File: src/fpsc_pkg.sv
// shared widths, codes and polynomial coefficients for the sine/cosine pipeline
package fpsc_pkg;

    // field and datapath widths
    localparam int ANGLE_W     = 24;
    localparam int VALUE_W     = 26;
    localparam int FRAC_W      = 24;
    localparam int X_W         = 23;  // folded angle, 0 .. 2^22
    localparam int SQ_W        = 2 * X_W;
    localparam int X2_W        = 21;  // rounded square, 0 .. 2^20
    localparam int ACC_W       = 32;  // horner accumulator, signed
    localparam int PROD_W      = ACC_W + X2_W + 1;
    localparam int RND_W       = PROD_W - FRAC_W;
    localparam int IN_TDATA_W  = 24;
    localparam int OUT_TDATA_W = 32;
    localparam int NCOEF       = 6;

    // function select carried in tuser
    localparam logic MODE_COS = 1'b0;
    localparam logic MODE_SIN = 1'b1;

    // quadrant taken from the top two angle bits
    typedef enum logic [1:0] {
        QUAD_0 = 2'd0,
        QUAD_1 = 2'd1,
        QUAD_2 = 2'd2,
        QUAD_3 = 2'd3
    } t_quad;

    // fold points in turns, one sign bit above the angle
    localparam logic signed [ANGLE_W:0] TURN_QUARTER  = 25'sd4194304;
    localparam logic signed [ANGLE_W:0] TURN_HALF     = 25'sd8388608;
    localparam logic signed [ANGLE_W:0] TURN_3QUARTER = 25'sd12582912;
    localparam logic signed [ANGLE_W:0] TURN_FULL     = 25'sd16777216;

    // rounding offset for the shift by FRAC_W
    localparam logic [SQ_W-1:0]   SQ_HALF   = SQ_W'(1) << (FRAC_W - 1);
    localparam logic [PROD_W-1:0] PROD_HALF = PROD_W'(1) << (FRAC_W - 1);

    // horner coefficients, highest power first, 8.24 truncated toward zero
    localparam logic signed [ACC_W-1:0] COEF [NCOEF] = '{
        -32'sd443359018,
         32'sd1010737361,
        -32'sd1433727479,
         32'sd1089502240,
        -32'sd331168969,
         32'sd16777216
    };

endpackage

File: src/fpsc_square.sv
// squaring unit: multiply stage then round stage
module fpsc_square
    import fpsc_pkg::*;
(
    input  logic            i_clk,
    input  logic            i_rst_n,
    input  logic            i_valid,
    output logic            o_ready,
    input  logic [X_W-1:0]  i_x,
    input  logic            i_neg,
    output logic            o_valid,
    input  logic            i_ready,
    output logic [X2_W-1:0] o_x2,
    output logic            o_neg
);

    logic                   r_valid_m;
    logic                   r_valid_r;
    logic [SQ_W-1:0]        r_prod;
    logic                   r_neg_m;
    logic [X2_W-1:0]        r_x2;
    logic                   r_neg_r;
    logic [SQ_W-1:0]        n_prod;
    logic [SQ_W-1:0]        sum;
    logic                   ready_r;
    logic                   ready_m;

    assign ready_r = !r_valid_r || i_ready;
    assign ready_m = !r_valid_m || ready_r;
    assign o_ready = ready_m;

    // exact square and round to nearest
    assign n_prod = SQ_W'(i_x) * SQ_W'(i_x);
    assign sum    = r_prod + SQ_HALF;

    // stage valids
    always_ff @(posedge i_clk) begin
        if (!i_rst_n) begin
            r_valid_m <= 1'b0;
            r_valid_r <= 1'b0;
        end else begin
            if (ready_m) begin
                r_valid_m <= i_valid;
            end
            if (ready_r) begin
                r_valid_r <= r_valid_m;
            end
        end
    end

    // stage payloads
    always_ff @(posedge i_clk) begin
        if (ready_m && i_valid) begin
            r_prod  <= n_prod;
            r_neg_m <= i_neg;
        end
        if (ready_r && r_valid_m) begin
            r_x2    <= sum[FRAC_W +: X2_W];
            r_neg_r <= r_neg_m;
        end
    end

    assign o_valid = r_valid_r;
    assign o_x2    = r_x2;
    assign o_neg   = r_neg_r;

endmodule

File: config.mk
export PLATFORM = sky130hd
export DESIGN_NAME = fpsc_square
export DESIGN_NICKNAME = d
export VERILOG_FILES = /design/src/fpsc_pkg.sv /design/src/fpsc_square.sv
export SDC_FILE = /design/constraint.sdc
export NUM_CORES = 1
export LEC_CHECK = 0
export ABC_CLOCK_PERIOD_IN_PS = 7900
export BUFFER_PORTS_ARGS = -buffer_cell sky130_fd_sc_hd__buf_2
export CORE_ASPECT_RATIO = 0.9
export CORE_UTILIZATION = 60
export DETAILED_ROUTE_END_ITERATION = 6
export GPL_TIMING_DRIVEN = 0
export PLACE_DENSITY = 0.88
export SYNTH_ARGS = -nofsm -noshare
export SYNTH_HDL_FRONTEND = slang
export SYNTH_SLANG_ARGS = --single-unit
File: constraint.sdc
create_clock -name i_clk -period 7.9 [get_ports i_clk]
set_input_delay 0.79 -clock i_clk [delete_from_list [all_inputs] [get_ports i_clk]]
set_output_delay 0.79 -clock i_clk [all_outputs]
set_load 0.1 [all_outputs]
Yosys cells after proc, flatten, opt, wreduce, memory -nomap -nowiden:

Index checks and enable logic that the tools add are counted.

* register bits: 70
* bits of input ports: 28
* output and inout bits: 24

* add/subtract/negate cells: 1
* $mul: 1
* reduce and logical (&&, ||, !) cells: 6

Operators with widths (count)
* $add 45x24->45 const B: 1
* $mul 23x23->45: 1
* $logic_and 1x1->1: 2
* $logic_not 1->1: 2
* $logic_or 1x1->1: 2

Longest topological paths before layout:

Gate-level depths: netlist (run 1).

* word-level depth: 4
* depth in mapped cells: 27
* gate-level depth less buffers: 25

Worst setup path after synthesis (run 1):

No wires, ideal clock.

* kind: input to register
* start point: input i_x[17]
* end point: register r_prod[44], data pin
* data arrival time: 6717 ps
* setup slack: 919 ps
* cell stages on the path: 22
* path buffers: 2
* path through: clkbuf_1 -> clkbuf_1 -> nand2_1 -> fa_1 -> inv_1 -> fa_1 -> inv_1 -> fa_1 -> inv_1 -> fa_1 -> fa_1 -> fa_1 -> fa_1 -> ha_1 -> and3_1 -> nand3_2 -> or2_1 -> o22ai_2 -> o21ai_4 -> o31ai_4 -> and4_1 -> nor3_2

* word-level cells in the longest chain between the ends: 1

Ends and longest elaborated chain
* start: declaration: line fpsc_square.sv:9 `input logic [X_W-1:0] i_x,`
* $mul 23x23->45: line fpsc_square.sv:33 `assign n_prod = SQ_W'(i_x) * SQ_W'(i_x);`
* net n_prod[44]: line fpsc_square.sv:23 `logic [SQ_W-1:0] n_prod;`
* end signal: assignment: line fpsc_square.sv:54 `r_prod <= n_prod;`
* end: declaration: line fpsc_square.sv:19 `logic [SQ_W-1:0] r_prod;`

The timed path passes the listed nets, and every way through them passes these cells.
A chain may end at the register's enable or synchronous reset.

Final worst setup path (run 1):

* start point: input i_x[13]
* end point: register r_prod[44], data pin

The elaborated chain is that of the path after synthesis.

==> results.cfg, run 1 <==
[global_route]
grt_pass1_vias = 12776
grt_overflow = 0
antenna_found_initial = 0
grt_pass1_wl_um = 63100
grt_max_degree = 24
grt_usage_pct = 30.1

[logic_synthesis]
synthCells = 1667
yosysWarnings = 0
syn-cell-area_sq_mm = 0.0162
ys_seq_area_share_pct = 8.57
synth_ff_type = edfxtp_1
synth_fp_nets = 2249
async_flop_share_pct = 0
syn-mean-instance-area_sq_um = 9.74
synth_seq_cells = 47
ys_types = 60
synth_edf_count = 45

[timing]
whs_ps = 422
period_needed_ps = 7790
slew_violations = 0
worst_slack_ps = 110
finalSetupViolations = 0
relSlewSlack_pct = 32.2
grt_setup_unrepaired = no
tns_ps = 0
skew_ps = 4.09
hold_viol = 0
period_share_pct = 98.6
clock.fmax_mhz = 128
tightest_slew_ps = 1020

[cts]
post-cts-setup-buffers = 0
cts_root_buf = clkbuf_16
cts_tree = built
cts_buffers = 5
cts.sinks = 47
clk_pin_slew_ps = 60
clock_latency_ps = 280
htree_levels = 2
clock_path_buffers = 2

[critical_path]
cp.required_ps = 7920
critPathCaptureType = register
path_max_fanout = 10
crit_type = in2reg
start_kind = primary input
crit_arrival_ps = 7810

[placement]
place_hpwl_um = 33500
portBuffers = 49
placed_cells = 2065
place.gp.congestion = 1.10
pre_cts_slack_ps = -401

[route]
vias = 11514
drtIter0Drc = 874
post_drt_wl_per_cell_um = 19.0
drt_wl_total_um = 39200
first_pass_iters = 7
ant_nets = 0
via_per_inst = 5.56
drc = 0

[floorplanning]
ios = 52
core-area_sq_mm = 0.0263
rows = 56
die_h_um = 158
die-area_sq_mm = 0.0277
fp.dieW_um = 175
initial_core_util_pct = 61.6

[finish]
antenna_cells = 0
layout-drive-gt1-share_pct = 5.28
area_growth_syn_to_layout_pct = 5.22
final_net_count = 2304
fillers = 2032
final_cells = 2071

[worst_hold_path]
min_path_type = reg2reg

[outcome]
status = completed

[job]
cap_viol_max_count = 0
==> cell usage in the layout (no fill, tap or decap), types with 10 or more instances in the layout <==
cell type,instances
xor2_1,19
inv_1,487
xnor2_1,35
nand2_1,155
fa_1,384
a21oi_1,34
nand3_1,15
edfxtp_1,45
o21ai_1,10
buf_2,50
clkbuf_2,18
clkbuf_1,32
and2_1,106
nand4_1,13
nor2_1,39
a21o_1,13
ha_1,170
==> flip-flops by register name, summed over array words and instances (netlist names) <==
name and flops:
o_neg 1, o_valid 1, o_x2 21, r_neg_m 1, r_prod 22, r_valid_m 1
==> area by class of cell <==
type | count | area [sq um] | area share, %
flip-flops and latches | 47 | 1390 | 8.15
multi-input cells | 1080 | 12800 | 75.0
well taps | 348 | 435 | 2.55
plain buffers | 50 | 211 | 1.24
clock inverters | 1 | 5.00 | 0.0293
repair buffers | 50 | 256 | 1.50
clock buffers | 7 | 133 | 0.777
inverters | 488 | 1830 | 10.7
==> per-layer routing <==
layer | up-vias | share of wire, % | global-route usage [%]
met5 | - | 0 | 0
met4 | 0 | 4.8 | 13.6
met3 | 129 | 11 | 8.89
met2 | 620 | 47 | 48.9
met1 | 5730 | 37 | 37.5
li1 | 5035 | - | -
==> worst paths after layout <==
check / to / start / slack [ps] / cells after the start
min: o_neg / r_neg_m / 420 / 0
min reg2reg: o_neg / r_neg_m / 420 / 0
max: r_prod[44] / i_x[13] / 110 / 21
max reg2reg: o_x2[20] / r_prod[25] / 5770 / 8
==> through the flow <==
stage                     area, sq um  utilization, %
after global routing            17100            64.8
after detailed placement        16900            64.2
final                           17100            64.8
after global placement          16900            64.2
after floorplan                 16200               -
after CTS                       17100            64.8
==> cell families (layout without fill, tap and decap cells) <==
group | Yosys count | in the layout | synth area share, %
AO/OA/AOI/OAI | 96 | 96 | 3.92
XOR/XNOR | 54 | 54 | 2.91
adder cells (fa/ha/maj) | 554 | 554 | 60.5
buffers and inverters | 540 | 596 | 12.5
flip-flops | 47 | 47 | 8.57
multiplexers | 2 | 2 | 0.139
AND/OR/NAND/NOR | 374 | 374 | 11.5
==> critical path: stages <==
cell and delay [ps]:
buf_2 170, clkbuf_1 510, and2_1 280, inv_1 80
fa_1 540, inv_1 50, fa_1 570, fa_1 460
fa_1 580, fa_1 440, fa_1 550, fa_1 470
ha_1 460, and3_1 220, nand3_2 100, or2_1 250
o22ai_2 360, o21ai_4 180, o31ai_4 420, and4_1 260
nor3_2 50
==> timing repair <==
item                                    CTS  global route
hold endpoints to repair                  0             0
hold buffers                              0             0
endpoints found under the setup margin    5            14
resized for setup                         2            36
==> synth_stat cells (3+ instances only) <==
| library cell | n | area, sq um |
|---|---|---|
| a21o_1 | 13 | 97.6 |
| a21oi_1 | 34 | 170 |
| a31oi_1 | 4 | 25.0 |
| and2_1 | 106 | 663 |
| and3_1 | 9 | 56.3 |
| and4_1 | 3 | 26.3 |
| clkbuf_1 | 51 | 191 |
| edfxtp_1 | 45 | 1350 |
| fa_1 | 384 | 7690 |
| ha_1 | 170 | 2130 |
| inv_1 | 487 | 1830 |
| nand2_1 | 155 | 582 |
| nand2b_1 | 6 | 37.5 |
| nand3_1 | 15 | 75.1 |
| nand4_1 | 13 | 81.3 |
| nor2_1 | 39 | 146 |
| nor2b_1 | 8 | 50.1 |
| nor3_1 | 4 | 20.0 |
| o21a_1 | 3 | 22.5 |
| o21ai_0 | 7 | 35.0 |
| o21ai_1 | 10 | 50.1 |
| or3_1 | 3 | 18.8 |
| xnor2_1 | 35 | 307 |
| xor2_1 | 19 | 166 |
Power of run 1 is not shown: default switching activity piles up to over one toggle a cycle in this logic, so the estimate is an artifact.
==> inputs of run 2 (changes only) <==
--- a/config.mk
+++ b/config.mk
@@ -7,7 +7,6 @@
 export LEC_CHECK = 0
 export ABC_CLOCK_PERIOD_IN_PS = 7900
 export BUFFER_PORTS_ARGS = -buffer_cell sky130_fd_sc_hd__buf_2
-export CORE_ASPECT_RATIO = 0.9
 export CORE_UTILIZATION = 60
 export DETAILED_ROUTE_END_ITERATION = 6
 export GPL_TIMING_DRIVEN = 0
==> results.cfg, run 2 (synthesis results as in run 1) <==
[timing]
finalSetupViolations = 0
period_share_pct = 96.9
clock.fmax_mhz = 131
grt_setup_unrepaired = yes
hold_viol = 0
relSlewSlack_pct = 26.9
tns_ps = 0
worst_slack_ps = 246
skew_ps = 10.3
tightest_slew_ps = 1090
period_needed_ps = 7650
slew_violations = 0

[critical_path]
critPathTopFamily = adder cells
crit_arrival_ps = 7690
start_kind = primary input
path_max_fanout = 10
crit_type = in2reg
cp.required_ps = 7930
crit_chain = buf_2 > clkbuf_1 > nand2_1 > fa_1 > fa_1 > inv_1 > fa_1 > fa_1 > fa_1 > fa_1 > fa_1 > ha_1 > a21oi_2 > o21ai_0 > a32oi_1 > o22ai_2 > o21ai_4 > o31ai_4 > nor4_1 > nor3_2
slowest_delay_ps = 580
crit_slowest_cell = fa_1
path_buf_inv = 3
critPathMostFrequentCell = fa_1
critPathCaptureType = register

[floorplanning]
die_h_um = 166
core-area_sq_mm = 0.0263
rows = 59
initial_core_util_pct = 61.8
die-area_sq_mm = 0.0277
fp.dieW_um = 166
ios = 52

[cts]
hold_buffers = 0
cts_buffers = 5
clock_path_buffers = 2
cts.sinks = 47
htree_levels = 2
cts_tree = built
clk_pin_slew_ps = 70
clock_latency_ps = 290
cts_root_buf = clkbuf_16

[finish]
final_cell_mix = 487 x inv_1, 384 x fa_1, 170 x ha_1, 155 x nand2_1, 106 x and2_1
largest_register_ffs = 22
fillers = 1969
final_net_count = 2303
layout_commonest_cell = inv_1
area_growth_syn_to_layout_pct = 5.23
layout-drive-gt1-share_pct = 5.23
top_register = r_prod

[route]
drtIter0Drc = 809
drt_wl_total_um = 40400
post_drt_wl_per_cell_um = 19.6
vias = 11823
ant_nets = 0
first_pass_iters = 7
via_per_inst = 5.74
drc = 6

[global_route]
grt_use_met2_pct = 53.5
top_usage_layer = met2
grt_pass1_vias = 13418
grt_overflow = 0
grt_max_degree = 24
grt_pass1_wl_um = 66400
met3_usage_pct = 7.89
grt_usage_pct = 31.1
antenna_found_initial = 1
use_met1_pct = 35.7

[placement]
place.gp.congestion = 0.994
portBuffers = 49
place_hpwl_um = 34000
pre_cts_slack_ps = -308

[job]
cap_viol_max_count = 0

[outcome]
status = finished, violations left
violations = design-rule violations

[worst_hold_path]
min_path_type = reg2reg
run 2: cell types whose count changed in the layout (fill, tap and decap cells not counted), sizes merged:
cell	previous run	this run
buf	52	50
diode	0	2
clkbuf	55	54
clkinv	2	3
bufinv	0	1
run 2: timing repair:
item                                    CTS  global route
setup buffers                             0             0
resized for setup                         1            32
endpoints found under the setup margin    2            12
run 2: path summary, 6_finish.rpt:
check | slack (ps) | depth (start not counted) | to | start
worst min register to register | 420 | 0 | o_neg | r_neg_m
worst max-delay path | 250 | 20 | r_prod[44] | i_x[4]
worst min-delay path | 420 | 0 | o_neg | r_neg_m
worst max register to register | 5700 | 8 | o_x2[20] | r_prod[25]
run 2: metrics by stage:
step	instance area (sq um)	hold slack [ps]	util [%]	instances
floorplan	16200	400	-	1667
finish	17100	419	65.0	2059
global route	17100	425	65.0	2058
CTS	17100	421	64.9	2059
global placement	16900	402	64.3	2051
detailed placement	16900	405	64.3	2051
run 2: layout make-up:
cell class | instances | area, sq um | share of cell area [%]
Tap cell | 335 | 419 | 2.45
Clock buffer | 5 | 125 | 0.732
Inverter | 488 | 1830 | 10.7
Clock inverter | 3 | 38.8 | 0.227
Antenna cell | 2 | 5.00 | 0.0293
Buffer | 50 | 210 | 1.23
Multi-Input combinational cell | 1080 | 12800 | 75.0
Timing Repair Buffer | 49 | 245 | 1.44
Sequential cell | 47 | 1390 | 8.15
run 2: per-layer routing:
layer | up-vias | wire length, um
li1 | 5032 | -
met1 | 5936 | 13300
met2 | 655 | 20400
met3 | 200 | 4090
met4 | 0 | 2640
met5 | - | 0
Power of run 2 is left out for the same reason.
