$ cat src/fpsc_pkg.sv
// shared widths, codes and polynomial coefficients for the sine/cosine pipeline
package fpsc_pkg;

    // field and datapath widths
    localparam int ANGLE_W     = 24;
    localparam int VALUE_W     = 26;
    localparam int FRAC_W      = 24;
    localparam int X_W         = 23;  // folded angle, 0 .. 2^22
    localparam int SQ_W        = 2 * X_W;
    localparam int X2_W        = 21;  // rounded square, 0 .. 2^20
    localparam int ACC_W       = 32;  // horner accumulator, signed
    localparam int PROD_W      = ACC_W + X2_W + 1;
    localparam int RND_W       = PROD_W - FRAC_W;
    localparam int IN_TDATA_W  = 24;
    localparam int OUT_TDATA_W = 32;
    localparam int NCOEF       = 6;

    // function select carried in tuser
    localparam logic MODE_COS = 1'b0;
    localparam logic MODE_SIN = 1'b1;

    // quadrant taken from the top two angle bits
    typedef enum logic [1:0] {
        QUAD_0 = 2'd0,
        QUAD_1 = 2'd1,
        QUAD_2 = 2'd2,
        QUAD_3 = 2'd3
    } t_quad;

    // fold points in turns, one sign bit above the angle
    localparam logic signed [ANGLE_W:0] TURN_QUARTER  = 25'sd4194304;
    localparam logic signed [ANGLE_W:0] TURN_HALF     = 25'sd8388608;
    localparam logic signed [ANGLE_W:0] TURN_3QUARTER = 25'sd12582912;
    localparam logic signed [ANGLE_W:0] TURN_FULL     = 25'sd16777216;

    // rounding offset for the shift by FRAC_W
    localparam logic [SQ_W-1:0]   SQ_HALF   = SQ_W'(1) << (FRAC_W - 1);
    localparam logic [PROD_W-1:0] PROD_HALF = PROD_W'(1) << (FRAC_W - 1);

    // horner coefficients, highest power first, 8.24 truncated toward zero
    localparam logic signed [ACC_W-1:0] COEF [NCOEF] = '{
        -32'sd443359018,
         32'sd1010737361,
        -32'sd1433727479,
         32'sd1089502240,
        -32'sd331168969,
         32'sd16777216
    };

endpackage

$ cat src/fpsc_horner.sv
// one horner step: acc * x2 in a multiply stage, round and add coefficient next
module fpsc_horner
    import fpsc_pkg::*;
(
    input  logic                    i_clk,
    input  logic                    i_rst_n,
    input  logic                    i_valid,
    output logic                    o_ready,
    input  logic signed [ACC_W-1:0] i_acc,
    input  logic [X2_W-1:0]         i_x2,
    input  logic                    i_neg,
    input  logic signed [ACC_W-1:0] i_coef,
    output logic                    o_valid,
    input  logic                    i_ready,
    output logic signed [ACC_W-1:0] o_acc,
    output logic [X2_W-1:0]         o_x2,
    output logic                    o_neg
);

    logic                    r_valid_m;
    logic                    r_valid_a;
    logic [PROD_W-1:0]       r_prod;
    logic [X2_W-1:0]         r_x2_m;
    logic                    r_neg_m;
    logic signed [ACC_W-1:0] r_acc;
    logic [X2_W-1:0]         r_x2_a;
    logic                    r_neg_a;
    logic [PROD_W-1:0]       acc_ext;
    logic [PROD_W-1:0]       x2_ext;
    logic [PROD_W-1:0]       n_prod;
    logic [PROD_W-1:0]       sum;
    logic [RND_W-1:0]        rnd;
    logic signed [ACC_W-1:0] n_acc;
    logic                    ready_a;
    logic                    ready_m;

    assign ready_a = !r_valid_a || i_ready;
    assign ready_m = !r_valid_m || ready_a;
    assign o_ready = ready_m;

    // two's complement product, low bits are exact
    assign acc_ext = {{(PROD_W - ACC_W){i_acc[ACC_W-1]}}, i_acc};
    assign x2_ext  = {{(PROD_W - X2_W){1'b0}}, i_x2};
    assign n_prod  = acc_ext * x2_ext;

    // round to nearest, floor shift, then add the coefficient
    assign sum   = r_prod + PROD_HALF;
    assign rnd   = sum[PROD_W-1:FRAC_W];
    assign n_acc = $signed({{(ACC_W - RND_W){rnd[RND_W-1]}}, rnd}) + i_coef;

    // stage valids
    always_ff @(posedge i_clk) begin
        if (!i_rst_n) begin
            r_valid_m <= 1'b0;
            r_valid_a <= 1'b0;
        end else begin
            if (ready_m) begin
                r_valid_m <= i_valid;
            end
            if (ready_a) begin
                r_valid_a <= r_valid_m;
            end
        end
    end

    // stage payloads
    always_ff @(posedge i_clk) begin
        if (ready_m && i_valid) begin
            r_prod  <= n_prod;
            r_x2_m  <= i_x2;
            r_neg_m <= i_neg;
        end
        if (ready_a && r_valid_m) begin
            r_acc   <= n_acc;
            r_x2_a  <= r_x2_m;
            r_neg_a <= r_neg_m;
        end
    end

    assign o_valid = r_valid_a;
    assign o_acc   = r_acc;
    assign o_x2    = r_x2_a;
    assign o_neg   = r_neg_a;

endmodule

$ cat config.mk
export PLATFORM = sky130hd
export DESIGN_NAME = fpsc_horner
export DESIGN_NICKNAME = d
export VERILOG_FILES = /design/src/fpsc_pkg.sv /design/src/fpsc_horner.sv
export SDC_FILE = /design/constraint.sdc
export NUM_CORES = 2
export LEC_CHECK = 0
export BUFFER_PORTS_ARGS = -buffer_cell sky130_fd_sc_hd__buf_2
export CELL_PAD_IN_SITES_DETAIL_PLACEMENT = 2
export CELL_PAD_IN_SITES_GLOBAL_PLACEMENT = 2
export CORE_MARGIN = 1.5
export CORE_UTILIZATION = 45
export CTS_CLUSTER_DIAMETER = 60
export DETAILED_ROUTE_END_ITERATION = 16
export PLACE_DENSITY_LB_ADDON = 0.1
export SLEW_MARGIN = 20
export SYNTH_ARGS = -nofsm -noshare
export SYNTH_HDL_FRONTEND = slang
export SYNTH_SLANG_ARGS = --single-unit
$ cat constraint.sdc
create_clock -name i_clk -period 15.3 [get_ports i_clk]
set_input_delay 1.53 -clock i_clk [delete_from_list [all_inputs] [get_ports i_clk]]
set_output_delay 1.53 -clock i_clk [all_outputs]
set_load 0.02 [all_outputs]
# Yosys cells after proc, flatten, opt, wreduce, memory -nomap -nowiden

Index checks and enable logic that the tools add are counted.

Register bits: 132
Latch bits: 0
Memory bits (writable): 0
ROM bits: 0
Bits of input ports: 90
Output and inout port bits: 56
Word-level logic and storage cells: 17
Memories: 0

Add/subtract/negate cells: 2
$mul: 1
Divide/modulo/power cells: 0
Order comparisons: 0
Eq/ne operators: 0
Shifts and indexed selects: 0
Multiplexer cells: 0
Bitwise operators: 0
Reduce and logical (&&, ||, !) cells: 6

Operator list:

| operator                                                          | count |
|---|---|
| 54-bit by 24-bit adder with 54-bit output (second input constant) | 1 |
| 32-bit by 22-bit multiplier with 54-bit output                    | 1 |
| 30-bit by 32-bit adder with 32-bit output                         | 1 |
| 1-bit logical AND                                                 | 2 |
| 1-bit logical NOT                                                 | 2 |
| 1-bit logical OR                                                  | 2 |

# Longest topological paths before layout

Word-level depth: 4
Depth in mapped cells: 27
Mapped depth without buffers: 26

# Worst setup path before layout

OpenSTA, ideal clock, no wires.

Path type: input to register
Start: in i_acc[31]
End: reg r_prod[50] (data pin)
Library setup time: 258 ps
Data arrival time: 7,787 ps
Required time: 15,042 ps
Path slack: 7,256 ps
Cell stages on the path: 21
Path buffers: 1
Cell sequence: clkbuf_1 and2_1 inv_1 fa_1 inv_1 fa_1 inv_1 fa_1 inv_1 fa_1 fa_1 fa_1 fa_1 ha_1 and3_1 a221o_1 a21o_1 a211oi_2 inv_2 a31o_1 xor2_1

Word-level cells in the longest chain between the ends: 1

Ends and longest elaborated chain:

| what                                           | line              | RTL |
|---|---|---|
| from (decl)                                    | fpsc_horner.sv:9  | `input logic signed [ACC_W-1:0] i_acc,` |
| 32-bit by 22-bit multiplier with 54-bit output | fpsc_horner.sv:44 | `assign n_prod = acc_ext * x2_ext;` |
| net n_prod[50]                                 | fpsc_horner.sv:30 | `logic [PROD_W-1:0] n_prod;` |
| to (signal assigned)                           | fpsc_horner.sv:69 | `r_prod <= n_prod;` |
| to (decl)                                      | fpsc_horner.sv:22 | `logic [PROD_W-1:0] r_prod;` |

The timed path passes the listed nets, and every way through them passes these cells.
A chain may end at the register's enable or synchronous reset.

# Worst setup path after layout

Start: in i_x2[2]
End: reg r_prod[50] (data pin)

Word-level cells in the longest chain between the ends: 1

Ends and longest elaborated chain:

| what                                           | line              | RTL |
|---|---|---|
| from (decl)                                    | fpsc_horner.sv:10 | `input logic [X2_W-1:0] i_x2,` |
| 32-bit by 22-bit multiplier with 54-bit output | fpsc_horner.sv:44 |  |
| net n_prod[50]                                 | fpsc_horner.sv:30 |  |

The timed path passes the listed nets, and every way through them passes these cells.

==> metrics.txt <==
# TYPE chip_impl_metric gauge
chip_impl_metric{name="totalNegativeSetupSlack",unit="ns"} 0
chip_impl_metric{name="required",unit="ns"} 15.44
chip_impl_info{name="crit_path_end_kind",value="flip-flop"} 1
chip_impl_metric{name="grt_first_pass_wirelength",unit="mm"} 144
chip_impl_metric{name="cts-htree-levels",unit=""} 3
chip_impl_info{name="criticalPathCategory",value="primary input to flip-flop"} 1
chip_impl_metric{name="ios",unit=""} 146
chip_impl_metric{name="crit_path_max_fanout",unit=""} 33
chip_impl_info{name="cp_slowest_cell",value="sky130_fd_sc_hd__fa_1"} 1
chip_impl_metric{name="num_vias",unit=""} 19555
chip_impl_metric{name="post_drt_wl_per_cell",unit="um"} 25.1
chip_impl_metric{name="ys_warn_count",unit=""} 0
chip_impl_metric{name="drt-initial-drc-count",unit=""} 839
chip_impl_info{name="unrepaired_setup_endpoints_after_global_routing",value="false"} 1
chip_impl_info{name="post_synth_top_flop",value="sky130_fd_sc_hd__edfxtp_1"} 1
chip_impl_metric{name="max_clock_freq",unit="MHz"} 112
chip_impl_metric{name="cts_resizes",unit=""} 0
chip_impl_info{name="highest-signal-layer",value="met4"} 1
chip_impl_metric{name="n_diodes",unit=""} 0
chip_impl_metric{name="met2WireLength",unit="mm"} 47.6
chip_impl_info{name="crit_chain",value="buf_2 > and2_1 > inv_1 > fa_1 > inv_1 > fa_1 > inv_1 > fa_1 > inv_1 > fa_1 > fa_1 > fa_1 > fa_1 > ha_1 > and3_1 > a221o_1 > a21o_1 > a211oi_2 > inv_2 > a31o_1 > xor2_1"} 1
chip_impl_metric{name="grt_overflow",unit=""} 0
chip_impl_info{name="hp-class",value="flip-flop to flip-flop"} 1
chip_impl_metric{name="final_layout_size_suffix_gt1_frac",unit=""} 0.0679
chip_impl_metric{name="final.period_utilization",unit=""} 0.582
chip_impl_metric{name="synth_cell_types",unit=""} 64
chip_impl_info{name="cts_tree",value="done"} 1
chip_impl_metric{name="nets",unit=""} 3751
chip_impl_metric{name="timing.final.crit_period",unit="ns"} 8.90
chip_impl_info{name="post_synth_most_frequent_cells",value="668 x sky130_fd_sc_hd__fa_1, 606 x sky130_fd_sc_hd__inv_1, 393 x sky130_fd_sc_hd__and2_1, 313 x sky130_fd_sc_hd__nand2_1, 168 x sky130_fd_sc_hd__ha_1"} 1
chip_impl_metric{name="report.final.slew_viol_count",unit=""} 0
chip_impl_info{name="clk_root_buffer_cell",value="sky130_fd_sc_hd__clkbuf_16"} 1
chip_impl_metric{name="cpPeakStageDelay",unit="ns"} 0.99
chip_impl_metric{name="clkLatencyLatePin",unit="ns"} 0.40
chip_impl_metric{name="gr-usage-all-layers",unit=""} 0.303
chip_impl_metric{name="final-instance-count-excl-fill",unit=""} 3619
chip_impl_metric{name="die_h",unit="um"} 252
chip_impl_metric{name="synthesis.area",unit="mm^2"} 0.0279
chip_impl_info{name="critical-path-top-delay-family",value="adder cells"} 1
chip_impl_metric{name="core",unit="mm^2"} 0.0615
chip_impl_metric{name="tightest_slew",unit="ns"} 0.980
chip_impl_metric{name="wirelength_met1",unit="mm"} 37.6
chip_impl_metric{name="post_cts_buffers",unit=""} 0
chip_impl_info{name="yosys.cell_count.top_type",value="sky130_fd_sc_hd__fa_1"} 1
chip_impl_metric{name="drt-total-wl",unit="mm"} 90.8
chip_impl_metric{name="num_rows",unit=""} 91
chip_impl_metric{name="chipWidth",unit="um"} 252
chip_impl_metric{name="timing_hold_violations_final",unit=""} 0
chip_impl_metric{name="cts.sinks",unit=""} 109
chip_impl_metric{name="ys_async_sr_fraction",unit=""} 0
chip_impl_metric{name="synthCells",unit=""} 2790
chip_impl_metric{name="netlist.area_leader.share",unit=""} 0.480
chip_impl_metric{name="area_growth",unit="%"} 5.65
chip_impl_metric{name="cp_num_buf_inv",unit=""} 6
chip_impl_metric{name="first_global_vias",unit=""} 24483
chip_impl_metric{name="avgSynthCellArea",unit="um^2"} 9.99
chip_impl_metric{name="tritoncts.num_buffers",unit=""} 9
chip_impl_metric{name="buffer_depth_of_the_longest_clock_path",unit=""} 2
chip_impl_metric{name="finalClockSkew",unit="ns"} 0.0122
chip_impl_metric{name="fillers",unit=""} 6504
chip_impl_metric{name="drtAntennaViolNets",unit=""} 0
chip_impl_metric{name="cell_count_post_placement",unit=""} 3604
chip_impl_metric{name="number_of_register_bits_inferred_by_synthesis",unit=""} 109
chip_impl_metric{name="max-slew-margin-rel",unit=""} 0.346
chip_impl_metric{name="number_of_antenna_violations_at_the_first_check_in_global_routing",unit=""} 0
chip_impl_info{name="worst_setup_path_start_kind",value="primary input"} 1
chip_impl_metric{name="die_area",unit="mm^2"} 0.0634
chip_impl_info{name="result_of_the_run",value="complete, no violations"} 1
chip_impl_info{name="critical-path-top-cell-by-count",value="sky130_fd_sc_hd__fa_1"} 1
chip_impl_metric{name="met3RoutedLength",unit="mm"} 3.36
chip_impl_metric{name="detail_route.drc_violations",unit=""} 0
chip_impl_metric{name="cp.arrival",unit="ns"} 9.04
chip_impl_metric{name="post_synth_net_total",unit=""} 3716
chip_impl_metric{name="detail_route.first_pass.iterations",unit=""} 5
chip_impl_metric{name="place_hpwl",unit="mm"} 71.8
chip_impl_metric{name="hold_buffers",unit=""} 0
chip_impl_info{name="synth_area_leaders",value="sky130_fd_sc_hd__fa_1 48%, sky130_fd_sc_hd__edfxtp_1 12%, sky130_fd_sc_hd__and2_1 8.8%"} 1
chip_impl_metric{name="path_clk_slew",unit="ns"} 0.08
chip_impl_metric{name="setup_viol_count_final",unit=""} 0
chip_impl_metric{name="yosysSeqAreaShare",unit=""} 0.117
chip_impl_metric{name="placement.io_buffers",unit=""} 145
chip_impl_metric{name="avgViaCountPerCell",unit=""} 5.40
chip_impl_metric{name="gp_congestion",unit=""} 0.845
chip_impl_info{name="synth_top_cell_by_area",value="sky130_fd_sc_hd__fa_1"} 1
chip_impl_metric{name="largest_net_degree_at_the_start_of_global_routing",unit=""} 55
chip_impl_metric{name="synth_edf_count",unit=""} 107
chip_impl_metric{name="starting_utilization_of_the_core_area",unit=""} 0.453
chip_impl_metric{name="maxCapViolCount",unit=""} 0
## flip-flops by register name, summed over array words and instances (netlist names)
signal,flops
r_neg_m,1
o_neg,1
o_valid,1
r_valid_m,1
o_x2,21
r_prod,31
o_acc,32
r_x2_m,21
## through the flow
step / util / hold slack (ns) / area, um^2 / setup slack [ns]
finish: 0.479 / 0.422 / 29400 / 6.40
detailed placement: 0.474 / 0.407 / 29200 / 6.06
global placement: 0.474 / 0.401 / 29200 / 6.35
global route: 0.479 / 0.432 / 29400 / 6.20
floorplan: - / 0.400 / 27900 / 7.26
CTS: 0.479 / 0.428 / 29400 / 6.42
## cells by family after synthesis
group,after synthesis,synth area share
AOI/OAI and AO/OA,168,0.0397
buffers and inverters,736,0.0991
xor gates and xnor gates,92,0.0297
DFF,109,0.117
adders and majority gates,836,0.555
and+or+nand+nor,849,0.160
## path summary, 6_finish.rpt
check	endpoint	slack, ns	depth (start not counted)	from
max	r_prod[50]$_DFFE_PP_	6.40	21	i_x2[2]
min reg2reg	o_x2[12]$_DFFE_PP_	0.42	0	r_x2_m[12]$_DFFE_PP_
min	o_x2[12]$_DFFE_PP_	0.42	0	r_x2_m[12]$_DFFE_PP_
max reg2reg	o_acc[30]$_DFFE_PP_	10.44	17	r_prod[25]$_DFFE_PP_
## area by class of cell
type / count / area (um^2) / area share
tap: 790 / 988 / 0.0336
sequential: 109 / 3250 / 0.110
clock buffer: 9 / 225 / 0.00765
inverter: 609 / 2290 / 0.0776
timing repair buffer: 151 / 771 / 0.0262
clock inverter: 6 / 57.6 / 0.00195
multi-input combinational: 1945 / 21900 / 0.743
## cells in the final DEF, fill, tap and decap left out, drive strengths merged, types with 2 or more instances in the layout
| cell | count |
|---|---|
| fa | 668 |
| inv | 611 |
| and2 | 393 |
| nand2 | 313 |
| ha | 168 |
| buf | 151 |
| edfxtp | 107 |
| xnor2 | 64 |
| a21oi | 58 |
| nor2 | 43 |
| o21ai | 32 |
| xor2 | 27 |
| a21o | 23 |
| nand4 | 19 |
| nand3 | 17 |
| nor3 | 14 |
| a211oi | 13 |
| nand2b | 12 |
| and3 | 10 |
| clkbuf | 9 |
| nor2b | 9 |
| o21a | 7 |
| o21bai | 6 |
| o211ai | 5 |
| or2 | 5 |
| or3 | 4 |
| a22oi | 3 |
| and4 | 3 |
| a21boi | 3 |
| nor4 | 3 |
| a2bb2oi | 2 |
| nand3b | 2 |
| a31oi | 2 |
| a41oi | 2 |
| clkinvlp | 2 |
| dfxtp | 2 |
| and2b | 2 |
| clkinv | 2 |
| o2111ai | 2 |
## layer usage
metal,vias up,global-route usage
met1,10689,0.380
met5,-,0
met2,422,0.554
li1,8335,-
met4,0,0.0799
met3,109,0.0327
Power is not shown: default switching activity piles up to over one toggle a cycle in this logic, so the estimate is an artifact.
