File: config.mk
export PLATFORM = sky130hd
export DESIGN_NAME = fpsc_fold
export DESIGN_NICKNAME = d
export VERILOG_FILES = /design/src/fpsc_pkg.sv /design/src/fpsc_fold.sv
export SDC_FILE = /design/constraint.sdc
export NUM_CORES = 1
export LEC_CHECK = 0
export BUFFER_PORTS_ARGS = -buffer_cell sky130_fd_sc_hd__buf_2
export CAP_MARGIN = 10
export CORE_MARGIN = 2
export CORE_UTILIZATION = 40
export DETAILED_ROUTE_END_ITERATION = 6
export PLACE_DENSITY = 0.65
export SETUP_SLACK_MARGIN = 0.02
export SLEW_MARGIN = 20
export SYNTH_ARGS = -nofsm -noshare
export SYNTH_HDL_FRONTEND = slang
export SYNTH_SLANG_ARGS = --single-unit
File: constraint.sdc
create_clock -name i_clk -period 3.47 [get_ports i_clk]
set_input_delay 0.1735 -clock i_clk [delete_from_list [all_inputs] [get_ports i_clk]]
set_output_delay 0.1735 -clock i_clk [all_outputs]
set_load 0.01 [all_outputs]
File: src/fpsc_pkg.sv
// shared widths, codes and polynomial coefficients for the sine/cosine pipeline
package fpsc_pkg;

    // field and datapath widths
    localparam int ANGLE_W     = 24;
    localparam int VALUE_W     = 26;
    localparam int FRAC_W      = 24;
    localparam int X_W         = 23;  // folded angle, 0 .. 2^22
    localparam int SQ_W        = 2 * X_W;
    localparam int X2_W        = 21;  // rounded square, 0 .. 2^20
    localparam int ACC_W       = 32;  // horner accumulator, signed
    localparam int PROD_W      = ACC_W + X2_W + 1;
    localparam int RND_W       = PROD_W - FRAC_W;
    localparam int IN_TDATA_W  = 24;
    localparam int OUT_TDATA_W = 32;
    localparam int NCOEF       = 6;

    // function select carried in tuser
    localparam logic MODE_COS = 1'b0;
    localparam logic MODE_SIN = 1'b1;

    // quadrant taken from the top two angle bits
    typedef enum logic [1:0] {
        QUAD_0 = 2'd0,
        QUAD_1 = 2'd1,
        QUAD_2 = 2'd2,
        QUAD_3 = 2'd3
    } t_quad;

    // fold points in turns, one sign bit above the angle
    localparam logic signed [ANGLE_W:0] TURN_QUARTER  = 25'sd4194304;
    localparam logic signed [ANGLE_W:0] TURN_HALF     = 25'sd8388608;
    localparam logic signed [ANGLE_W:0] TURN_3QUARTER = 25'sd12582912;
    localparam logic signed [ANGLE_W:0] TURN_FULL     = 25'sd16777216;

    // rounding offset for the shift by FRAC_W
    localparam logic [SQ_W-1:0]   SQ_HALF   = SQ_W'(1) << (FRAC_W - 1);
    localparam logic [PROD_W-1:0] PROD_HALF = PROD_W'(1) << (FRAC_W - 1);

    // horner coefficients, highest power first, 8.24 truncated toward zero
    localparam logic signed [ACC_W-1:0] COEF [NCOEF] = '{
        -32'sd443359018,
         32'sd1010737361,
        -32'sd1433727479,
         32'sd1089502240,
        -32'sd331168969,
         32'sd16777216
    };

endpackage

File: src/fpsc_fold.sv
// quadrant fold stage: reduces the angle to a quarter turn and records the sign
module fpsc_fold
    import fpsc_pkg::*;
(
    input  logic               i_clk,
    input  logic               i_rst_n,
    input  logic               i_valid,
    output logic               o_ready,
    input  logic [ANGLE_W-1:0] i_angle,
    input  logic               i_mode,
    output logic               o_valid,
    input  logic               i_ready,
    output logic [X_W-1:0]     o_x,
    output logic               o_neg
);

    logic                      r_valid;
    logic [X_W-1:0]            r_x;
    logic                      r_neg;
    logic signed [ANGLE_W:0]   a_ext;
    logic signed [ANGLE_W:0]   fold;
    logic                      n_neg;
    t_quad                     quad;

    assign o_ready = !r_valid || i_ready;
    assign a_ext   = {1'b0, i_angle};
    assign quad    = t_quad'(i_angle[ANGLE_W-1 -: 2]);

    // fold per quadrant and function
    always_comb begin
        fold  = a_ext;
        n_neg = 1'b0;
        if (i_mode == MODE_COS) begin
            unique case (quad)
                QUAD_0: begin fold = a_ext;                n_neg = 1'b0; end
                QUAD_1: begin fold = TURN_HALF - a_ext;    n_neg = 1'b1; end
                QUAD_2: begin fold = a_ext - TURN_HALF;    n_neg = 1'b1; end
                QUAD_3: begin fold = TURN_FULL - a_ext;    n_neg = 1'b0; end
                default: begin fold = a_ext;               n_neg = 1'b0; end
            endcase
        end else begin
            unique case (quad)
                QUAD_0: begin fold = TURN_QUARTER - a_ext;  n_neg = 1'b0; end
                QUAD_1: begin fold = a_ext - TURN_QUARTER;  n_neg = 1'b0; end
                QUAD_2: begin fold = TURN_3QUARTER - a_ext; n_neg = 1'b1; end
                QUAD_3: begin fold = a_ext - TURN_3QUARTER; n_neg = 1'b1; end
                default: begin fold = a_ext;                n_neg = 1'b0; end
            endcase
        end
    end

    // stage valid
    always_ff @(posedge i_clk) begin
        if (!i_rst_n) begin
            r_valid <= 1'b0;
        end else if (o_ready) begin
            r_valid <= i_valid;
        end
    end

    // stage payload
    always_ff @(posedge i_clk) begin
        if (o_ready && i_valid) begin
            r_x   <= fold[X_W-1:0];
            r_neg <= n_neg;
        end
    end

    assign o_valid = r_valid;
    assign o_x     = r_x;
    assign o_neg   = r_neg;

endmodule

## Yosys cells after proc, flatten, opt, wreduce, memory -nomap -nowiden

Index checks and enable logic that the tools add are counted.
W data, S select, Z words.

- Output and inout port bits: 26
- Register bits: 25
- Input bits: 29
- Logic and storage cells: 27

- Multiplexer cells: 6
- Eq/ne operators: 3
- Reductions and logical operators: 8
- Add/sub/neg operators: 7

Operators with widths:

| cell | count |
|---|---|
| $pmux W23 S4 | 2 |
| $sub A1 B23 Y23 const A | 2 |
| $sub A23 B23 Y23 const A | 2 |
| $sub A23 B23 Y23 const B | 2 |
| $mux W23 | 1 |
| $sub A23 B1 Y23 const B | 1 |
| $reduce_or A2 Y1 | 4 |
| $eq A2 B2 Y1 const B | 2 |
| $pmux W1 S2 | 2 |
| $eq A2 B1 Y1 const B | 1 |
| $logic_not A2 Y1 | 1 |
| $logic_and A1 B1 Y1 | 1 |
| $logic_not A1 Y1 | 1 |
| $logic_or A1 B1 Y1 | 1 |
| $mux W1 | 1 |

## Depth between registers and ports, before layout

Gate-level depths: netlist of run 1.

- Depth in word-level cells: 4
- Mapped depth: 8
- Mapped depth without buffers: 7

## Least setup slack after synthesis of run 1

OpenSTA, ideal clock, no wires.

- Path kind: input port to flip-flop
- From: input port i_angle[18]
- To: register r_x[22] (netlist: o_x[22]), data pin
- Path slack: 1.448 ns
- Setup time: 0.152 ns
- Arrival: 1.870 ns
- Stages on the path: 5
- Data required time: 3.318 ns
- Path through: or4_4 or3_1 or3_4 mux2_4 a22oi_2

- Longest elaborated chain between the ends: 3

RTL lines:

| element | RTL line | source |
|---|---|---|
| start, declared | fpsc_fold.sv:9 | `input logic [ANGLE_W-1:0] i_angle,` |
| $sub A1 B23 Y23 (tied with other cells) | fpsc_fold.sv:38 | `QUAD_3: begin fold = TURN_FULL - a_ext; n_neg = 1'b0; end` |
| $pmux W23 S4 (on tied branches) | fpsc_fold.sv:34, fpsc_fold.sv:42 |  |
| $mux W23 * | fpsc_fold.sv:33 | `if (i_mode == MODE_COS) begin` |
| net fold[22] | fpsc_fold.sv:21 | `logic signed [ANGLE_W:0] fold;` |
| end signal, assigned | fpsc_fold.sv:64 | `r_x <= fold[X_W-1:0];` |
| end, declared | fpsc_fold.sv:18 | `logic [X_W-1:0] r_x;` |

The timed path passes the listed nets; every way through them passes the cells marked *.
A chain may end at the register's enable or synchronous reset.

## Final worst setup path of run 1

- From: input port i_angle[22]
- To: register r_x[12] (netlist: o_x[12]), data pin

- Longest elaborated chain between the ends: 3

RTL lines:

| element | RTL line |
|---|---|
| $eq A2 B2 Y1 (tied with other cells) | fpsc_fold.sv:34, fpsc_fold.sv:42 |
| $pmux W23 S4 (on tied branches) | fpsc_fold.sv:34, fpsc_fold.sv:42 |
| $mux W23 * | fpsc_fold.sv:33 |
| net fold[12] | fpsc_fold.sv:21 |

Marked as above.

==> flow_summary.toml, run 1 <==
[grt]
grt_start_max_net_pins = 25
use_met3_pct = 2.70
use_met1_pct = 25.2
track_usage_pct = 18.5
grt_pass1_wl_um = 6360
overflow = 0
grt_pass1_vias = 1421
antenna_found_initial = 0
gr-usage-met2_pct = 30.6
grt-busiest-layer = "met2"

[logic_synthesis]
synth_edf_count = 24
syn-num-nets = 205
ys_warn_count = 0
syn_avg_cell_area_um2 = 9.26
yosysUniqueCellTypes = 36
netlist.area_leader.share_pct = 45.5
synth_area_leaders = "edfxtp_1 (45%), o21ai_0 (7.0%), a21oi_1 (4.7%)"
synth_top_cell_by_area = "edfxtp_1"
ys_seq_elements = 25
synthArstFlopShare_pct = 0
synthCells = 171
netlist_area_mm2 = 0.00158
synth-main-ff-cell = "edfxtp_1"
ys_seq_area_share_pct = 46.8

[route]
ant_nets = 0
detail_route.wirelength_um = 3840
avgRoutedWirePerCell_um = 14.3
vias = 1524
first_pass_iters = 4
drc = 0
viasPerCell = 5.67
drtIter0Drc = 117

[layout]
diodes = 0
drive_gt1_share_pct = 29.9
utilization_pct = 51.6
area_growth_pct = 21.9
fin_cells = 269
nets = 256

[floorplan]
start_util_pct = 42.3
chipWidth_um = 66.9
rows = 22
fp.dieH_um = 66.9
core_mm2 = 0.00374
io_pins = 55
die_area_mm2 = 0.00448

[flow_run]
maxCapViolations = 0

[power_and_ir_drop]
totalPowerFinal_uw = 702
power.internal_uw = 508
leakagePower_nw = 0.762
p_per_area_mw_per_mm2 = 364
peakVddDrop_v = 0.000161
combPwrFrac_pct = 23.2
clock_power_share_pct = 24.2
seq_power_share_pct = 52.6
p_sw_uw = 194
swShare_pct = 27.7

[timing]
clock_skew_ns = 0.000769
hold_violations = 0
fmax_mhz = 496
slew_headroom_pct = 49.6
drv_slew = 0
max_slew.worst_pin.slew_ns = 0.753
finalCriticalPeriod_ns = 2.01
timing.final.setup_violations = 0
rsz0062_at_grt = "false"
setup_tns_ns = 0
finalCritPeriodShare_pct = 58.1
fin_ws_ns = 1.46

[clock_network]
cts.repair.resized = 0
htreeDepth = 1
cts_made_buffers = 3
cts_tree = "built"
cts_hold_buf = 0
clockBufferDepth = 2
clock-root-buffer = "clkbuf_8"
cts_setup_buffers = 0
clk_pin_slew_ns = 0.08
clk_latency_ns = 0.26
clkSinkCount = 25

[min_path]
hold_path_end = "o_x[0]$_DFFE_PP_"
min-delay-start = "i_angle[0]"
hold_class = "input port to flip-flop"
holdPathStages = 1

[critical_path]
rr_startpoint = "o_valid$_SDFFE_PN0N_"
crit_type = "input port to flip-flop"
start_kind = "input port"
r2r_slack_ns = 2.20
required_ns = 3.48
critPathMaxFanout = 13
cp.arrival_ns = 2.02
reg2regPathDepth = 2
critPathCaptureType = "flip-flop"
r2r_end = "o_x[9]$_DFFE_PP_"

[placement]
io_buffers = 54
place_congestion = 0.840
hpwl_um = 2880
post-place-ws_ns = 1.16
placed_cells = 265

[run_status]
status = "completed"
==> power by group through the flow <==
| stage | clock network [mW] | registers [mW] | logic, mW |
|---|---|---|---|
| finish | 0.170 | 0.370 | 0.163 |
| global route | 0.186 | 0.373 | 0.183 |
| CTS | 0.174 | 0.371 | 0.163 |
| detailed placement | 0 | 0.377 | 0.163 |
| global placement | 0 | 0.377 | 0.161 |
| floorplan | 0 | 0.393 | 0.0797 |
==> flip-flops by register name (all words and copies together), names as in the netlist <==
| signal | cells |
|---|---|
| o_neg | 1 |
| o_x | 23 |
| o_valid | 1 |
==> cells in the mapped netlist, drive strengths merged (3+ instances only) <==
cell and count:
edfxtp 24, o21ai 23, nor2 16, a21oi 15, nand3 11, nand2 9
nor3 9, clkbuf 7, inv 7, nor4 7, o31ai 6, ha 5
or3 5, a311oi 3
==> routing by layer <==
metal | vias up | routed length, um
li1 | 763 | -
met1 | 698 | 1670
met2 | 55 | 1820
met3 | 8 | 295
met4 | 0 | 53
met5 | - | 0
==> cell usage in the layout, fill, tap and decap left out, drive strengths merged, types with 2 or more instances in the layout <==
cell and count:
o21ai 23, or4 2, mux2 2, or3 5
nand3 11, nor3 9, inv 7, and3 2
nand2b 2, nand2 9, nand4 2, a21oi 15
nor4 7, nor2 16, ha 5, o311ai 2
buf 55, o31ai 6, a311oi 3, a221oi 2
edfxtp 24, clkbuf 4
==> cell families after synthesis <==
kind of cell | count (synthesis) | share of synthesized area (%)
flip-flops | 25 | 46.8
AND/OR/NAND/NOR | 67 | 22.1
AO/OA/AOI/OAI | 56 | 21.5
buffers and inverters | 16 | 4.03
adder cells (fa/ha/maj) | 5 | 3.95
multiplexers | 2 | 1.66
==> how the worst max path moves through the flow <==
stage | from | end | slack, ns | cells past startpoint
6_report | i_angle[22] | o_x[12]$_DFFE_PP_ | 1.46 | 7
5_1_grt | i_angle[5] | o_x[22]$_DFFE_PP_ | 1.34 | 6
4_1_cts | i_angle[22] | o_x[12]$_DFFE_PP_ | 1.45 | 7
3_5_place_dp | i_angle[22] | o_x[12]$_DFFE_PP_ | 1.16 | 7
3_3_place_gp | i_angle[22] | o_x[6]$_DFFE_PP_ | 1.26 | 7
2_1_floorplan | i_angle[18] | o_x[22]$_DFFE_PP_ | 1.45 | 5
==> metrics by stage <==
step,hold WS [ns],area [um^2]
after global routing,0.137,1930
after detailed placement,0.403,1880
final,0.129,1930
after global placement,0.396,1880
after floorplan,0.312,1580
after CTS,0.128,1930
==> layout make-up <==
type                       count  area (um^2)
timing repair buffer          55          278
tap                           48         60.1
inverter                       7         26.3
multi-input combinational    130          781
clock buffer                   4         45.0
fill                         380         1810
sequential                    25          741
==> worst max-delay path, stage by stage <==
cell,delay (ns)
buf_2,0.13
ha_1,0.26
or3_1,0.62
nand2_1,0.43
nor3_1,0.10
o21ai_0,0.19
o21ai_0,0.11
(Power assumes the default switching activity.)
==> run 2, diff against run 1 <==
clock period = 1.89 ns   (was 3.47 ns; I/O delays follow)
==> flow_summary.toml, run 2 (synthesis gave the netlist of run 1 again) <==
[layout]
fillCellCount = 361
largest_reg_flops = 23
register_area_um2 = 741
area_growth_pct = 37.4
drive_gt1_share_pct = 38.5
nets = 287
diodes = 0
multi_input_area_um2 = 779
final_common_cell = "buf_2"
layout_common_cells = "buf_2 (54), buf_4 (31), edfxtp_1 (24)"

[timing]
max_slew.worst_pin.slew_ns = 0.461
finalCriticalPeriod_ns = 1.82
setup_tns_ns = 0
fmax_mhz = 550
rsz0062_at_grt = "false"
clock_skew_ns = 0.00319
hold-worst-slack_ns = 0.0654
hold_violations = 0
finalCritPeriodShare_pct = 96.3
slew_headroom_pct = 69.3
drv_slew = 0
timing.final.setup_violations = 0

[power_and_ir_drop]
p_per_area_mw_per_mm2 = 621
seq_power_share_pct = 50.3
swShare_pct = 28.1
combPwrFrac_pct = 25.9
peakVddDrop_v = 0.000287
leakagePower_nw = 0.918
power.internal_uw = 972
p_sw_uw = 380
clock_power_share_pct = 23.8
totalPowerFinal_mw = 1.35

[min_path]
hold_path_end = "o_valid$_SDFFE_PN0N_"
holdPathStages = 2
hold_class = "input port to flip-flop"
min-delay-start = "i_rst_n"

[floorplan]
chipWidth_um = 66.9
core_mm2 = 0.00374
start_util_pct = 42.3
fp.dieH_um = 66.9
rows = 22
die_area_mm2 = 0.00448
io_pins = 55

[clock_network]
cts_hold_buf = 0
cts_made_buffers = 3
cts_tree = "built"
clk_latency_ns = 0.27
cts_setup_buffers = 0
clock-root-buffer = "clkbuf_8"
clockBufferDepth = 2
clkSinkCount = 25
clk_pin_slew_ns = 0.09
htreeDepth = 1
cts.repair.resized = 0

[route]
first_pass_iters = 4
viasPerCell = 5.41
vias = 1624
drtIter0Drc = 115
ant_nets = 0
detail_route.wirelength_um = 4030
drc = 0
avgRoutedWirePerCell_um = 13.4

[placement]
place_congestion = 0.890
io_buffers = 54
hpwl_um = 3150

[grt]
overflow = 0
use_met3_pct = 2.87
grt_pass1_wl_um = 6590
use_met1_pct = 25.8
gr-usage-met2_pct = 31.8
track_usage_pct = 19.3
grt_pass1_vias = 1515
antenna_found_initial = 0
grt-busiest-layer = "met2"
grt_start_max_net_pins = 25

[critical_path]
start_kind = "input port"
reg2regPathDepth = 3
critPathCaptureType = "flip-flop"
r2r_slack_ns = 0.73
crit_type = "input port to flip-flop"
r2r_end = "o_x[1]$_DFFE_PP_"
cp.arrival_ns = 1.94
rr_startpoint = "o_valid$_SDFFE_PN0N_"
critPathMaxFanout = 2
required_ns = 2.01

[run_status]
status = "completed"

[flow_run]
maxCapViolations = 0
run 2: changes by cell type in the layout (fill, tap and decap cells not counted):
cell and change:
buf_4 +30, and2_1 +1, and2_2 -1, buf_12 +1
clkbuf_1 -1, clkinv_2 +1
run 2: worst max path at each step:
stage,slack [ns],startpoint,to,cells past startpoint
finish,0.07,i_angle[18],o_x[22]$_DFFE_PP_,6
global route,0.05,i_angle[18],o_x[22]$_DFFE_PP_,6
CTS,0.08,i_angle[18],o_x[22]$_DFFE_PP_,6
detailed placement,-0.21,i_angle[18],o_x[22]$_DFFE_PP_,6
global placement,-0.19,i_angle[18],o_x[22]$_DFFE_PP_,6
floorplan,-0.05,i_angle[18],o_x[22]$_DFFE_PP_,5
run 2: through the flow:
step / utilization, % / setup WS, ns / std cells / instance area (um^2)
after floorplan: - / -0.0528 / 171 / 1580
after global placement: 56.9 / -0.190 / 296 / 2130
after detailed placement: 56.9 / -0.210 / 296 / 2130
after CTS: 58.1 / 0.0838 / 300 / 2180
after global routing: 58.1 / 0.0470 / 300 / 2180
final: 58.1 / 0.0703 / 300 / 2180
run 2: power by group through the flow:
| stage | registers [mW] | logic, mW | clock network (mW) |
|---|---|---|---|
| after floorplan | 0.721 | 0.146 | 0 |
| after global placement | 0.692 | 0.347 | 0 |
| after detailed placement | 0.693 | 0.350 | 0 |
| after CTS | 0.681 | 0.351 | 0.333 |
| after global routing | 0.684 | 0.390 | 0.350 |
| final | 0.680 | 0.350 | 0.322 |
run 2: area by class of cell:
cell class,count,share of cell area [%]
clock buffer,3,1.90
clock inverter,1,0.230
inverter,7,1.21
multi-input combinational,130,35.8
sequential,25,34.0
tap,48,2.76
timing repair buffer,86,24.0
run 2: worst max-delay path, stage by stage:
cell and delay, ns:
buf_2 0.10, or4_4 0.52, or3_1 0.34, or3_4 0.40, mux2_4 0.31, a22oi_2 0.17
run 2: layer usage:
metal	up-vias	wire length, um
met1	728	1850
met5	-	0
met2	64	1860
met3	6	268
li1	826	-
met4	0	44
==> run 3, diff against run 2 <==
--- a/config.mk
+++ b/config.mk
@@ -13,2 +13,3 @@
 export PLACE_DENSITY = 0.65
+export RECOVER_POWER = 25
 export SETUP_SLACK_MARGIN = 0.02
==> constraint.sdc (replaced) <==
create_clock -name i_clk -period 1.89 [get_ports i_clk]
set_input_delay 0.378 -clock i_clk [delete_from_list [all_inputs] [get_ports i_clk]]
set_output_delay 0.378 -clock i_clk [all_outputs]
set_load 0.01 [all_outputs]
==> flow_summary.toml, run 3 (synthesis gave the netlist of run 1 again) <==
[run_status]
status = "complete, but fails checks"
violations = "negative setup slack"

[route]
vias = 1727
drc = 0
ant_nets = 0
viasPerCell = 5.33
wl_met1_um = 2030
avgRoutedWirePerCell_um = 13.5
highest_layer = "met4"
wl_met3_um = 238
drtIter0Drc = 92
wl_met2_um = 2070
first_pass_iters = 4
detail_route.wirelength_um = 4370

[critical_path]
critPathMaxFanout = 2
start_kind = "input port"
rr_startpoint = "o_valid$_SDFFE_PN0N_"
crit_type = "input port to flip-flop"
required_ns = 2.01
cp.arrival_ns = 2.21
critPathCaptureType = "flip-flop"
crit_path_start = "i_angle[18]"

[clock_network]
cts_tree = "built"
cts_made_buffers = 3
clock-root-buffer = "clkbuf_8"
cts_hold_buf = 0
clk_pin_slew_ns = 0.09
htreeDepth = 1
clkSinkCount = 25
cts_setup_buffers = 0
clockBufferDepth = 2
clk_latency_ns = 0.27

[power_and_ir_drop]
clock_power_share_pct = 23.1
leakagePower_nw = 0.999
seq_power_share_pct = 48.5
swShare_pct = 28.2
p_sw_uw = 395
combPwrFrac_pct = 28.3
peakVddDrop_v = 0.000279
power.internal_mw = 1.01
p_per_area_mw_per_mm2 = 586

[floorplan]
start_util_pct = 42.3
fp.dieH_um = 66.9
io_pins = 55
core_mm2 = 0.00374
chipWidth_um = 66.9
rows = 22
die_area_mm2 = 0.00448

[grt]
track_usage_pct = 21.3
antenna_found_initial = 0
overflow = 0
grt_start_max_net_pins = 25
grt_pass1_vias = 1652
grt_pass1_wl_um = 7310

[placement]
hpwl_um = 3360
io_buffers = 54
place_congestion = 0.853

[timing]
finalCritPeriodShare_pct = 111
max_slew.worst_pin.slew_ns = 0.505
fmax_mhz = 479
finalCriticalPeriod_ns = 2.09
drv_slew = 0
timing.final.setup_violations = 1
setup_tns_ns = -0.199
rsz0062_at_grt = "true"
slew_headroom_pct = 66.3
fin_ws_ns = -0.199
clock_skew_ns = 0.00176
hold_violations = 0

[flow_run]
maxCapViolations = 0

[layout]
diodes = 0
area_growth_pct = 51.1
utilization_pct = 63.9
register_area_um2 = 741
nets = 311
largest_reg_flops = 23
drive_gt1_share_pct = 41.7
final_common_cell = "buf_4"
fillCellCount = 337
layout_common_cells = "buf_4 (53), buf_2 (37), edfxtp_1 (24)"
multi_input_area_um2 = 832

[min_path]
hold_class = "input port to flip-flop"
min-delay-start = "i_rst_n"
[run 3: per-layer routing]
metal / vias up / track usage, %
met2: 48 / 35.6
met5: - / 0
li1: 870 / -
met4: 0 / 4.34
met3: 2 / 3.72
met1: 807 / 28.9
[run 3: per-stage QoR]
stage / cell area (um^2) / setup slack [ns] / instances / power [mW] / hold WS [ns]
floorplan: 1590 / -0.336 / 171 / 0.868 / 0.517
global placement: 2310 / -0.477 / 320 / 1.08 / 0.503
detailed placement: 2310 / -0.515 / 320 / 1.09 / 0.514
CTS: 2370 / -0.198 / 324 / 1.41 / 0.350
global route: 2390 / -0.250 / 324 / 1.48 / 0.371
finish: 2390 / -0.199 / 324 / 1.40 / 0.350
[run 3: final cells by class]
type | instances | share of cell area (%)
clock buffers | 4 | 1.88
multi-input cells | 130 | 34.8
repair buffers | 110 | 28.8
inverters | 7 | 1.10
well taps | 48 | 2.51
flip-flops and latches | 25 | 30.9
[run 3: power groups by stage]
stage          Sequential (mW)  Combinational, mW  Clock, mW
5_1_grt                  0.686              0.443      0.347
3_3_place_gp             0.692              0.387          0
6_report                 0.681              0.398      0.325
2_1_floorplan            0.721              0.147          0
3_5_place_dp             0.693              0.393          0
4_1_cts                  0.681              0.397      0.328
[run 3: critical path, stage by stage]
cell	delay [ns]
buf_6	0.09
or4_4	0.53
or3_4	0.35
or3_4	0.41
mux2_4	0.31
a22oi_2	0.14
[run 3: final timing paths]
check,to,slack (ns),cells after the start
max,o_x[22]$_DFFE_PP_,-0.20,6
min,o_valid$_SDFFE_PN0N_,0.35,2
max reg2reg,o_neg$_DFFE_PP_,0.73,3
min reg2reg,o_valid$_SDFFE_PN0N_,0.52,2
[run 3: repair_timing]
item	4_1_cts	5_1_grt
endpoints found under the setup margin	4	4
pin swaps	0	3
resized for setup	4	11
